### src/rtl/mcdt_pkg.sv
// Shared types and constants of the multi-channel deadline timer.
// Used by the channel update unit and the top level; depends on nothing.
package mcdt_pkg;

  localparam int DEF_CHANNELS  = 8;
  localparam int DEF_TIME_BITS = 32;
  localparam int IN_TIME_BITS  = 32;
  localparam int CH_FIELD_BITS = 3;
  localparam int MAX_RESULTS   = 8;
  localparam int CNT_W         = $clog2(MAX_RESULTS + 1);

  localparam logic EV_EXPIRED = 1'b0;
  localparam logic EV_DELETED = 1'b1;

  typedef enum logic [2:0] {
    ACT_TICK       = 3'd0,
    ACT_CONFIG     = 3'd1,
    ACT_START      = 3'd2,
    ACT_STOP       = 3'd3,
    ACT_SET_PERIOD = 3'd4,
    ACT_DELETE     = 3'd5
  } act_t;

  typedef enum logic [1:0] {
    ST_IDLE,
    ST_SCAN,
    ST_DONE
  } state_t;

  typedef struct packed {
    logic running;
    logic periodic;
  } chan_flags_t;

  typedef struct packed {
    logic valid;
    logic kind;
  } evt_t;

endpackage

### src/rtl/mcdt_ram.sv
// Generic single-write, single-read RAM with a registered read port.
// Holds the per-channel timer records; no dependencies.
module mcdt_ram #(
  parameter int WIDTH = 96,
  parameter int DEPTH = 8
) (
  input  logic                                  clk,
  input  logic                                  we,
  input  logic [(DEPTH > 1 ? $clog2(DEPTH) : 1)-1:0] waddr,
  input  logic [WIDTH-1:0]                      wdata,
  input  logic [(DEPTH > 1 ? $clog2(DEPTH) : 1)-1:0] raddr,
  output logic [WIDTH-1:0]                      rdata
);

  logic [WIDTH-1:0] mem [DEPTH];

  always_ff @(posedge clk) begin
    if (we) begin
      mem[waddr] <= wdata;
    end
    rdata <= mem[raddr];
  end

endmodule

### src/rtl/mcdt_chan_alu.sv
// Shared channel update unit: applies one action to one channel record.
// Depends on mcdt_pkg for the action code, flag and event types.
module mcdt_chan_alu #(
  parameter int TIME_BITS = mcdt_pkg::DEF_TIME_BITS
) (
  input  mcdt_pkg::act_t        act,
  input  logic [TIME_BITS-1:0]  tv,
  input  logic                  mode_in,
  input  logic [TIME_BITS-1:0]  period_i,
  input  logic [TIME_BITS-1:0]  ttd_i,
  input  logic [TIME_BITS-1:0]  saved_i,
  input  mcdt_pkg::chan_flags_t flags_i,
  output logic [TIME_BITS-1:0]  period_o,
  output logic [TIME_BITS-1:0]  ttd_o,
  output logic [TIME_BITS-1:0]  saved_o,
  output mcdt_pkg::chan_flags_t flags_o,
  output mcdt_pkg::evt_t        ev
);
  import mcdt_pkg::*;

  logic due;

  // A countdown of zero or one ticks expires on this tick.
  assign due = (ttd_i[TIME_BITS-1:1] == '0);

  always_comb begin
    period_o = period_i;
    ttd_o    = ttd_i;
    saved_o  = saved_i;
    flags_o  = flags_i;
    ev       = '{valid: 1'b0, kind: EV_EXPIRED};
    unique case (act)
      ACT_TICK: begin
        if (flags_i.running) begin
          if (due) begin
            ev = '{valid: 1'b1, kind: EV_EXPIRED};
            if (flags_i.periodic) begin
              ttd_o   = period_i;
              saved_o = '0;
            end else begin
              flags_o.running = 1'b0;
              ttd_o           = '0;
            end
          end else begin
            ttd_o = ttd_i - TIME_BITS'(1);
          end
        end
      end
      ACT_CONFIG: begin
        flags_o.periodic = mode_in;
        period_o         = tv;
      end
      ACT_START: begin
        if (saved_i != '0) begin
          ttd_o = saved_i;
        end else if (tv != '0) begin
          ttd_o = tv;
        end else begin
          ttd_o = period_i;
        end
        saved_o         = '0;
        flags_o.running = 1'b1;
      end
      ACT_STOP: begin
        if (flags_i.running) begin
          saved_o = ttd_i;
        end
        flags_o.running = 1'b0;
      end
      ACT_SET_PERIOD: begin
        period_o = tv;
        if (flags_i.running) begin
          ttd_o = tv;
        end
      end
      ACT_DELETE: begin
        flags_o.running = 1'b0;
        ev = '{valid: 1'b1, kind: EV_DELETED};
      end
      default: begin
      end
    endcase
  end

endmodule

### src/rtl/multi_channel_deadline_timer.sv
// Multi-channel deadline timer: a bank of one-shot or periodic countdown timers.
// A tick is accepted, then visits every channel in turn in the scan, then closes out
// the last event; a command visits only its own channel; an ignored command is
// dropped on acceptance. Each channel visit is one pass through the shared update unit,
// which reads and rewrites that channel's record in the record RAM.
// Reset clears the control state and the per-channel flags; RAM records read as zero
// until written, tracked by one flag per channel, so there is no clearing pass.
module multi_channel_deadline_timer #(
  parameter int CHANNELS  = mcdt_pkg::DEF_CHANNELS,
  parameter int TIME_BITS = mcdt_pkg::DEF_TIME_BITS
) (
  input  logic        clk,
  input  logic        rst,
  // Input stream: one command or tick per transaction.
  input  logic        s_tvalid,
  output logic        s_tready,
  input  logic [39:0] s_tdata,   // [2:0] channel, [34:3] time_value, [35] mode
  input  logic [2:0]  s_tuser,   // [2:0] action
  // Output stream: one timer event per transaction.
  output logic        m_tvalid,
  input  logic        m_tready,
  output logic [7:0]  m_tdata,   // [2:0] event_channel
  output logic [0:0]  m_tuser,   // [0] event_kind
  output logic        m_tlast    // last
);
  import mcdt_pkg::*;

  localparam int CW  = (CHANNELS > 1) ? $clog2(CHANNELS) : 1;
  localparam int RW  = 3 * TIME_BITS;

  // Input field decode.
  logic [CH_FIELD_BITS-1:0] in_ch;
  logic [IN_TIME_BITS-1:0]  in_tv;
  logic                     in_mode;
  act_t                     in_act;
  logic [TIME_BITS-1:0]     tv_clamp;
  logic                     s_fire;
  logic                     in_cmd_ok;

  assign in_ch   = s_tdata[2:0];
  assign in_tv   = s_tdata[34:3];
  assign in_mode = s_tdata[35];
  assign in_act  = act_t'(s_tuser);
  assign s_fire  = s_tvalid && s_tready;

  // Times wider than the counter saturate to its largest value.
  if (TIME_BITS >= IN_TIME_BITS) begin : g_tv_wide
    assign tv_clamp = TIME_BITS'(in_tv);
  end else begin : g_tv_narrow
    assign tv_clamp = (|in_tv[IN_TIME_BITS-1:TIME_BITS]) ? '1 : in_tv[TIME_BITS-1:0];
  end

  // A command is carried out only for a known action and an existing channel.
  assign in_cmd_ok = (in_act <= ACT_DELETE) && (32'(in_ch) < CHANNELS);

  // Sequencer state and latched item.
  state_t               state, state_next;
  logic [CW-1:0]        idx, idx_next;
  logic [CNT_W-1:0]     cnt, cnt_next;
  act_t                 act_q;
  logic [TIME_BITS-1:0] tv_q;
  logic                 mode_q;

  // One event is held back so that the final one can be marked last.
  logic                     pend_v, pend_v_next;
  logic [CH_FIELD_BITS-1:0] pend_ch, pend_ch_next;
  logic                     pend_kind, pend_kind_next;

  // Per-channel flags and record-valid bits.
  logic [CHANNELS-1:0] running;
  logic [CHANNELS-1:0] periodic;
  logic [CHANNELS-1:0] rec_valid;

  // Output register.
  logic [CH_FIELD_BITS-1:0] out_ch;
  logic                     out_kind;
  logic                     out_free;
  logic                     push;
  logic [CH_FIELD_BITS-1:0] push_ch;
  logic                     push_kind;
  logic                     push_last;

  // Record RAM and update unit.
  logic                 ram_we;
  logic [CW-1:0]        rd_addr;
  logic [RW-1:0]        ram_rdata;
  logic [RW-1:0]        rec;
  logic [RW-1:0]        rec_new;
  logic [TIME_BITS-1:0] period_o, ttd_o, saved_o;
  chan_flags_t          flags_i, flags_o;
  evt_t                 ev;
  logic                 ev_use;
  logic                 stall;
  logic                 scan_last;

  assign out_free = !m_tvalid || m_tready;

  mcdt_ram #(
    .WIDTH (RW),
    .DEPTH (CHANNELS)
  ) u_rec_ram (
    .clk   (clk),
    .we    (ram_we),
    .waddr (idx),
    .wdata (rec_new),
    .raddr (rd_addr),
    .rdata (ram_rdata)
  );

  // Record layout: {saved, ticks_to_deadline, period}.
  assign rec     = rec_valid[idx] ? ram_rdata : '0;
  assign flags_i = '{running: running[idx], periodic: periodic[idx]};
  assign rec_new = {saved_o, ttd_o, period_o};

  mcdt_chan_alu #(
    .TIME_BITS (TIME_BITS)
  ) u_alu (
    .act      (act_q),
    .tv       (tv_q),
    .mode_in  (mode_q),
    .period_i (rec[TIME_BITS-1:0]),
    .ttd_i    (rec[2*TIME_BITS-1:TIME_BITS]),
    .saved_i  (rec[RW-1:2*TIME_BITS]),
    .flags_i  (flags_i),
    .period_o (period_o),
    .ttd_o    (ttd_o),
    .saved_o  (saved_o),
    .flags_o  (flags_o),
    .ev       (ev)
  );

  // Events beyond the result limit still update state but are not reported.
  assign ev_use    = ev.valid && (cnt < CNT_W'(MAX_RESULTS));
  // A new event can only replace the held one once the output register has room.
  assign stall     = ev_use && pend_v && !out_free;
  assign scan_last = (act_q != ACT_TICK) || (idx == CW'(CHANNELS - 1));

  always_comb begin
    state_next     = state;
    idx_next       = idx;
    cnt_next       = cnt;
    pend_v_next    = pend_v;
    pend_ch_next   = pend_ch;
    pend_kind_next = pend_kind;
    s_tready       = 1'b0;
    ram_we         = 1'b0;
    rd_addr        = idx;
    push           = 1'b0;
    push_ch        = pend_ch;
    push_kind      = pend_kind;
    push_last      = 1'b0;
    unique case (state)
      ST_IDLE: begin
        s_tready = 1'b1;
        rd_addr  = (in_act == ACT_TICK) ? '0 : CW'(in_ch);
        if (s_fire) begin
          idx_next    = rd_addr;
          cnt_next    = '0;
          pend_v_next = 1'b0;
          if (in_act == ACT_TICK || in_cmd_ok) begin
            state_next = ST_SCAN;
          end
        end
      end
      ST_SCAN: begin
        if (!stall) begin
          ram_we = 1'b1;
          if (ev_use) begin
            push           = pend_v;
            pend_v_next    = 1'b1;
            pend_ch_next   = CH_FIELD_BITS'(idx);
            pend_kind_next = ev.kind;
            cnt_next       = cnt + CNT_W'(1);
          end
          if (scan_last) begin
            state_next = ST_DONE;
          end else begin
            idx_next = idx + CW'(1);
            rd_addr  = idx + CW'(1);
          end
        end
      end
      ST_DONE: begin
        if (!pend_v) begin
          state_next = ST_IDLE;
        end else if (out_free) begin
          push        = 1'b1;
          push_last   = 1'b1;
          pend_v_next = 1'b0;
          state_next  = ST_IDLE;
        end
      end
      default: begin
        state_next = ST_IDLE;
      end
    endcase
  end

  always_ff @(posedge clk) begin
    if (rst) begin
      state     <= ST_IDLE;
      cnt       <= '0;
      pend_v    <= 1'b0;
      running   <= '0;
      periodic  <= '0;
      rec_valid <= '0;
      m_tvalid  <= 1'b0;
    end else begin
      state  <= state_next;
      cnt    <= cnt_next;
      pend_v <= pend_v_next;
      if (ram_we) begin
        running[idx]   <= flags_o.running;
        periodic[idx]  <= flags_o.periodic;
        rec_valid[idx] <= 1'b1;
      end
      if (push) begin
        m_tvalid <= 1'b1;
      end else if (m_tready) begin
        m_tvalid <= 1'b0;
      end
    end
  end

  // Payload registers need no reset.
  always_ff @(posedge clk) begin
    idx       <= idx_next;
    pend_ch   <= pend_ch_next;
    pend_kind <= pend_kind_next;
    if (s_fire) begin
      act_q  <= in_act;
      tv_q   <= tv_clamp;
      mode_q <= in_mode;
    end
    if (push) begin
      out_ch   <= push_ch;
      out_kind <= push_kind;
      m_tlast  <= push_last;
    end
  end

  assign m_tdata = {{(8 - CH_FIELD_BITS){1'b0}}, out_ch};
  assign m_tuser = out_kind;

  // The sequencer never overwrites an event that is still waiting to be taken.
  a_push_room: assert property (@(posedge clk) disable iff (rst)
    push |-> (!m_tvalid || m_tready))
    else $error("event pushed into a full output register");

  // The number of reported events stays within the result limit.
  a_cnt_limit: assert property (@(posedge clk) disable iff (rst)
    cnt <= CNT_W'(MAX_RESULTS))
    else $error("event count beyond result limit");

  // The scan never addresses a channel that does not exist.
  a_idx_range: assert property (@(posedge clk) disable iff (rst)
    (state == ST_SCAN) |-> (32'(idx) < CHANNELS))
    else $error("scan index out of range");

  // Closing out with nothing held returns to idle at once.
  a_done_idle: assert property (@(posedge clk) disable iff (rst)
    (state == ST_DONE && !pend_v) |=> (state == ST_IDLE))
    else $error("finish state did not return to idle");

  // Input is taken only while idle, so no item is accepted during a scan.
  a_no_accept_busy: assert property (@(posedge clk) disable iff (rst)
    (state != ST_IDLE) |-> !s_fire)
    else $error("input accepted while busy");

endmodule
### config.mk
export PLATFORM = sky130hd
export DESIGN_NAME = multi_channel_deadline_timer
export DESIGN_NICKNAME = d
export VERILOG_FILES = /design/src/rtl/mcdt_pkg.sv /design/src/rtl/mcdt_ram.sv /design/src/rtl/mcdt_chan_alu.sv /design/src/rtl/multi_channel_deadline_timer.sv
export SDC_FILE = /design/constraint.sdc
export NUM_CORES = 1
export LEC_CHECK = 0
export ABC_AREA = 1
export BUFFER_PORTS_ARGS = -buffer_cell sky130_fd_sc_hd__buf_2
export CORE_AREA = 2 2 272 274
export CTS_CLUSTER_DIAMETER = 100
export CTS_CLUSTER_SIZE = 14
export DETAILED_ROUTE_END_ITERATION = 16
export DIE_AREA = 0 0 274 276
export PLACE_DENSITY = 0.76
export SETUP_SLACK_MARGIN = 0.2
export SYNTH_ARGS = -nofsm -noshare
export SYNTH_HDL_FRONTEND = slang
export SYNTH_SLANG_ARGS = --single-unit
### constraint.sdc
create_clock -name clk -period 9.85 [get_ports clk]
set_input_delay 2.4625 -clock clk [delete_from_list [all_inputs] [get_ports clk]]
set_output_delay 2.4625 -clock clk [all_outputs]
set_load 0.03 [all_outputs]
==> metrics.md <==
| Metric | Value |
|---|---|
| CTS sink cnt | 944 |
| Post-Syn Area | 0.0432 mm2 |
| Clock Root Buffer | clkbuf_16 |
| Post-synth top area share | 56.7% |
| Rel. slew slack | 6.52% |
| Input/output buffers | 49 |
| Global-route wire length before repair | 168,000 um |
| Final Max Tran Viols | 0 |
| Die area | 0.0756 mm2 |
| Detailed Routing Iterations Pass 1 | 6 |
| Post-synthesis area per instance | 9.40 um2 |
| Pin count of the biggest net entering global routing | 216 |
| Initial core utilization | 59.6% |
| Post-CTS sizing | 0 |
| Critical-path top delay cell | o311ai_0 |
| Core Box Area | 0.0726 mm2 |
| Fill count | 5,701 |
| Leakage | 20.5 nW |
| Worst setup EP type | register |
| CP arrival | 6.59 ns |
| Crit start category | register |
| H-tree level count | 3 |
| Period minus WS final | 6.35 ns |
| Number of global-route vias before repair | 30,203 |
| Clock slew at reported path FFs | 0.07 ns |
| Distinct cell type count after synthesis | 56 |
| DP HPWL | 59,000 um |
| Worst-skew pair later-pin latency | 0.64 ns |
| Unrepaired setup endpoints after global routing | no |
| Register area share after synthesis | 62.6% |
| Setup TNS Final | 0 ns |
| Num rows | 99 |
| Register bit count reported by yosys | 944 |
| Setup Buffers After CTS | 0 |
| Total wire length | 110,000 um |
| Top cell by count, worst path | nand2_1 |
| Area Overhead vs Synth | 6.92% |
| Overflow after GRT | 0 |
| Pwr dens | 323 mW/mm2 |
| Highest clock rate | 0.157 GHz |
| Worst hold start | pend_ch[1] |
| Die Width | 274 um |
| YS warnings | 0 |
| Drt wl/cell | 19.8 um |
| Critical-path maximum fanout | 41 |
| Worst-case clock buffer depth | 3 |
| CTS tree | yes |
| Final Hold Fails | 0 |
| Ys flop type | edfxtp_1 |
| Number of synthesized flops with an enable pin | 816 |
| Via-to-Cell Ratio | 5.72 |
| Worst-margin pin slew | 1.38 ns |
| Ratio of cells with drive above 1 in the final layout | 4.76% |
| Skew final | 0.0172 ns |
| Hold Crit Class | register to register |
| Critical path required time | 10.09 ns |
| Worst r2r src | idx[0] |
| Sequential Area | 0.0271 mm2 |
| Worst hold margin | 0.430 ns |
| Die Span Y | 276 um |
| GPL Wtd Cong | 0.912 |
| Ranking of synthesized cells by area | edfxtp_1 (57%), nand2_1 (9.9%), nand3_1 (9.4%) |
| Initial antenna violation count | 2 |
| # IOs | 59 |
| Num CTS Buffers | 77 |
| Ys async rst share | 0% |
| Crit-path cells | inv_2 > nand2_1 > nand2_1 > nand2_1 > nand2_1 > nand2_2 > nand2_4 > buf_4 > o41ai_1 > nand2_1 > nor2_4 > nand2_1 > clkinv_1 > buf_4 > nor2_1 > inv_1 > o311ai_0 |
| DRC Markers | 0 |
| Worst setup path start | idx[0] |
| Critical path class | register to register |
| Syn Inst Count | 4,602 |
| GRT Util Overall | 28.8% |
| Tcrit/Tclk final | 64.5% |
| Post-Layout Cell Count | 5,541 |
| Max-Cap Viols | 0 |
| Placed Instances | 5,402 |
| Antenna viol nets, final | 0 |
| Max VDD drop | 0.000460 V |
| Post-CTS Hold Buffers | 0 |
| Outcome | finished clean |
| Final net count | 4,577 |
| Post-synth top area cell | edfxtp_1 |
| Worst path max stage delay | 1.21 ns |
| Final setup viols | 0 |
| Via count | 31,710 |
| Multi-input logic area | 0.0115 mm2 |
| Drt initial violations | 3,665 |
| Ant diodes | 0 |
cell type report:
type	instances	area share (%)
flip-flops and latches	944	58.5
clock buffers	134	4.72
well taps	959	2.59
clock inverters	5	0.119
inverters	939	7.63
repair buffers	94	1.50
multi-input cells	2466	24.9
report_power, final:
group	switching, mW	internal, mW	total (mW)	leakage, nW
clock network	1.37	1.51	2.88	1.07
logic	4.85	1.69	6.55	10.8
registers	0.262	5.25	5.51	8.65
cell families (layout without fill, tap and decap cells):
logic type      Yosys count  in the layout  share of synthesized area [%]
compound gates          353            353                           4.93
other cells               1              5                        0.00867
xor+xnor                 11             11                          0.223
simple gates           2089           2089                           20.9
fa+ha+maj                 8              8                          0.231
buf+inv                1196           1172                           11.1
flops                   944            944                           62.6
registers in the layout, indices dropped and copies added (netlist names):
register and count:
u_rec_ram.mem 768, rec_valid 8, act_q 3, state 2, cnt 4, running 8
m_tvalid 1, mode_q 1, idx 3, m_tuser 1, pend_kind 1, pend_v 1
periodic 8, m_tlast 1, pend_ch 3, u_rec_ram.rdata 96, tv_q 32, out_ch 3
layout by cell type, fill, tap and decap left out, types with 5 or more instances in the layout:
cell type,count
nand2_1,1137
inv_1,932
edfxtp_1,816
nand3_1,814
o21ai_0,130
dfxtp_1,128
a21oi_1,103
clkbuf_16,79
nor2_1,64
clkbuf_1,55
buf_2,49
buf_4,36
a22oi_1,32
nand4_1,26
o22ai_1,21
nor3_1,14
o2111ai_1,12
xor2_1,10
nor2_4,9
buf_12,9
ha_1,8
nand2_2,7
o21a_1,7
o41ai_1,6
nor4_1,5
o311ai_0,5
conb_1,5
synth_stat cells, types with 2 or more instances:
library cell	instances
a211o_1	3
a21oi_1	103
a21oi_4	2
a221oi_1	2
a22oi_1	32
a31oi_1	4
buf_1	3
buf_2	118
buf_4	22
buf_6	10
clkbuf_1	104
clkinv_1	2
dfxtp_1	128
edfxtp_1	816
ha_1	8
inv_1	933
inv_2	4
nand2_1	1140
nand2_2	5
nand2_4	3
nand3_1	814
nand4_1	26
nor2_1	73
nor2_2	2
nor3_1	14
nor4_1	5
o2111ai_1	12
o211ai_1	4
o21a_1	7
o21ai_0	130
o21ai_1	4
o22ai_1	21
o311ai_0	5
o31ai_1	2
o32ai_1	4
o41ai_1	6
o41ai_2	3
xor2_1	10
routing by layer:
layer	track usage [%]	routed length (um)	up-vias
li1	-	-	14786
met4	12.8	4890	4
met5	0	22	-
met2	45.7	50700	1728
met3	5.30	11500	317
met1	38.9	42700	14875
per-stage QoR:
step           area, um2  total power, mW  setup slack (ns)  util, %
2_1_floorplan      43300             10.2              1.79        -
3_3_place_gp       44000             11.8              3.96     60.6
3_5_place_dp       44000             11.9              3.88     60.6
4_1_cts            46200             14.8              3.82     63.7
5_1_grt            46200             15.8              3.46     63.7
6_report           46200             14.9              3.50     63.7
worst paths after layout:
| check | endpoint | slack [ns] | depth (start not counted) |
|---|---|---|---|
| max | u_rec_ram.mem[1][33] | 3.50 | 17 |
| min | out_ch[1] | 0.43 | 0 |
| min reg2reg | out_ch[1] | 0.43 | 0 |
| max reg2reg | u_rec_ram.mem[1][33] | 3.50 | 17 |
critical path, delay by kind of cell (launching register included):
kind	cells	cell delay, ns
buf+inv	5	2.32
compound gates	2	1.48
simple gates	10	1.46
flops	1	0.64
(Power assumes the default switching activity.)
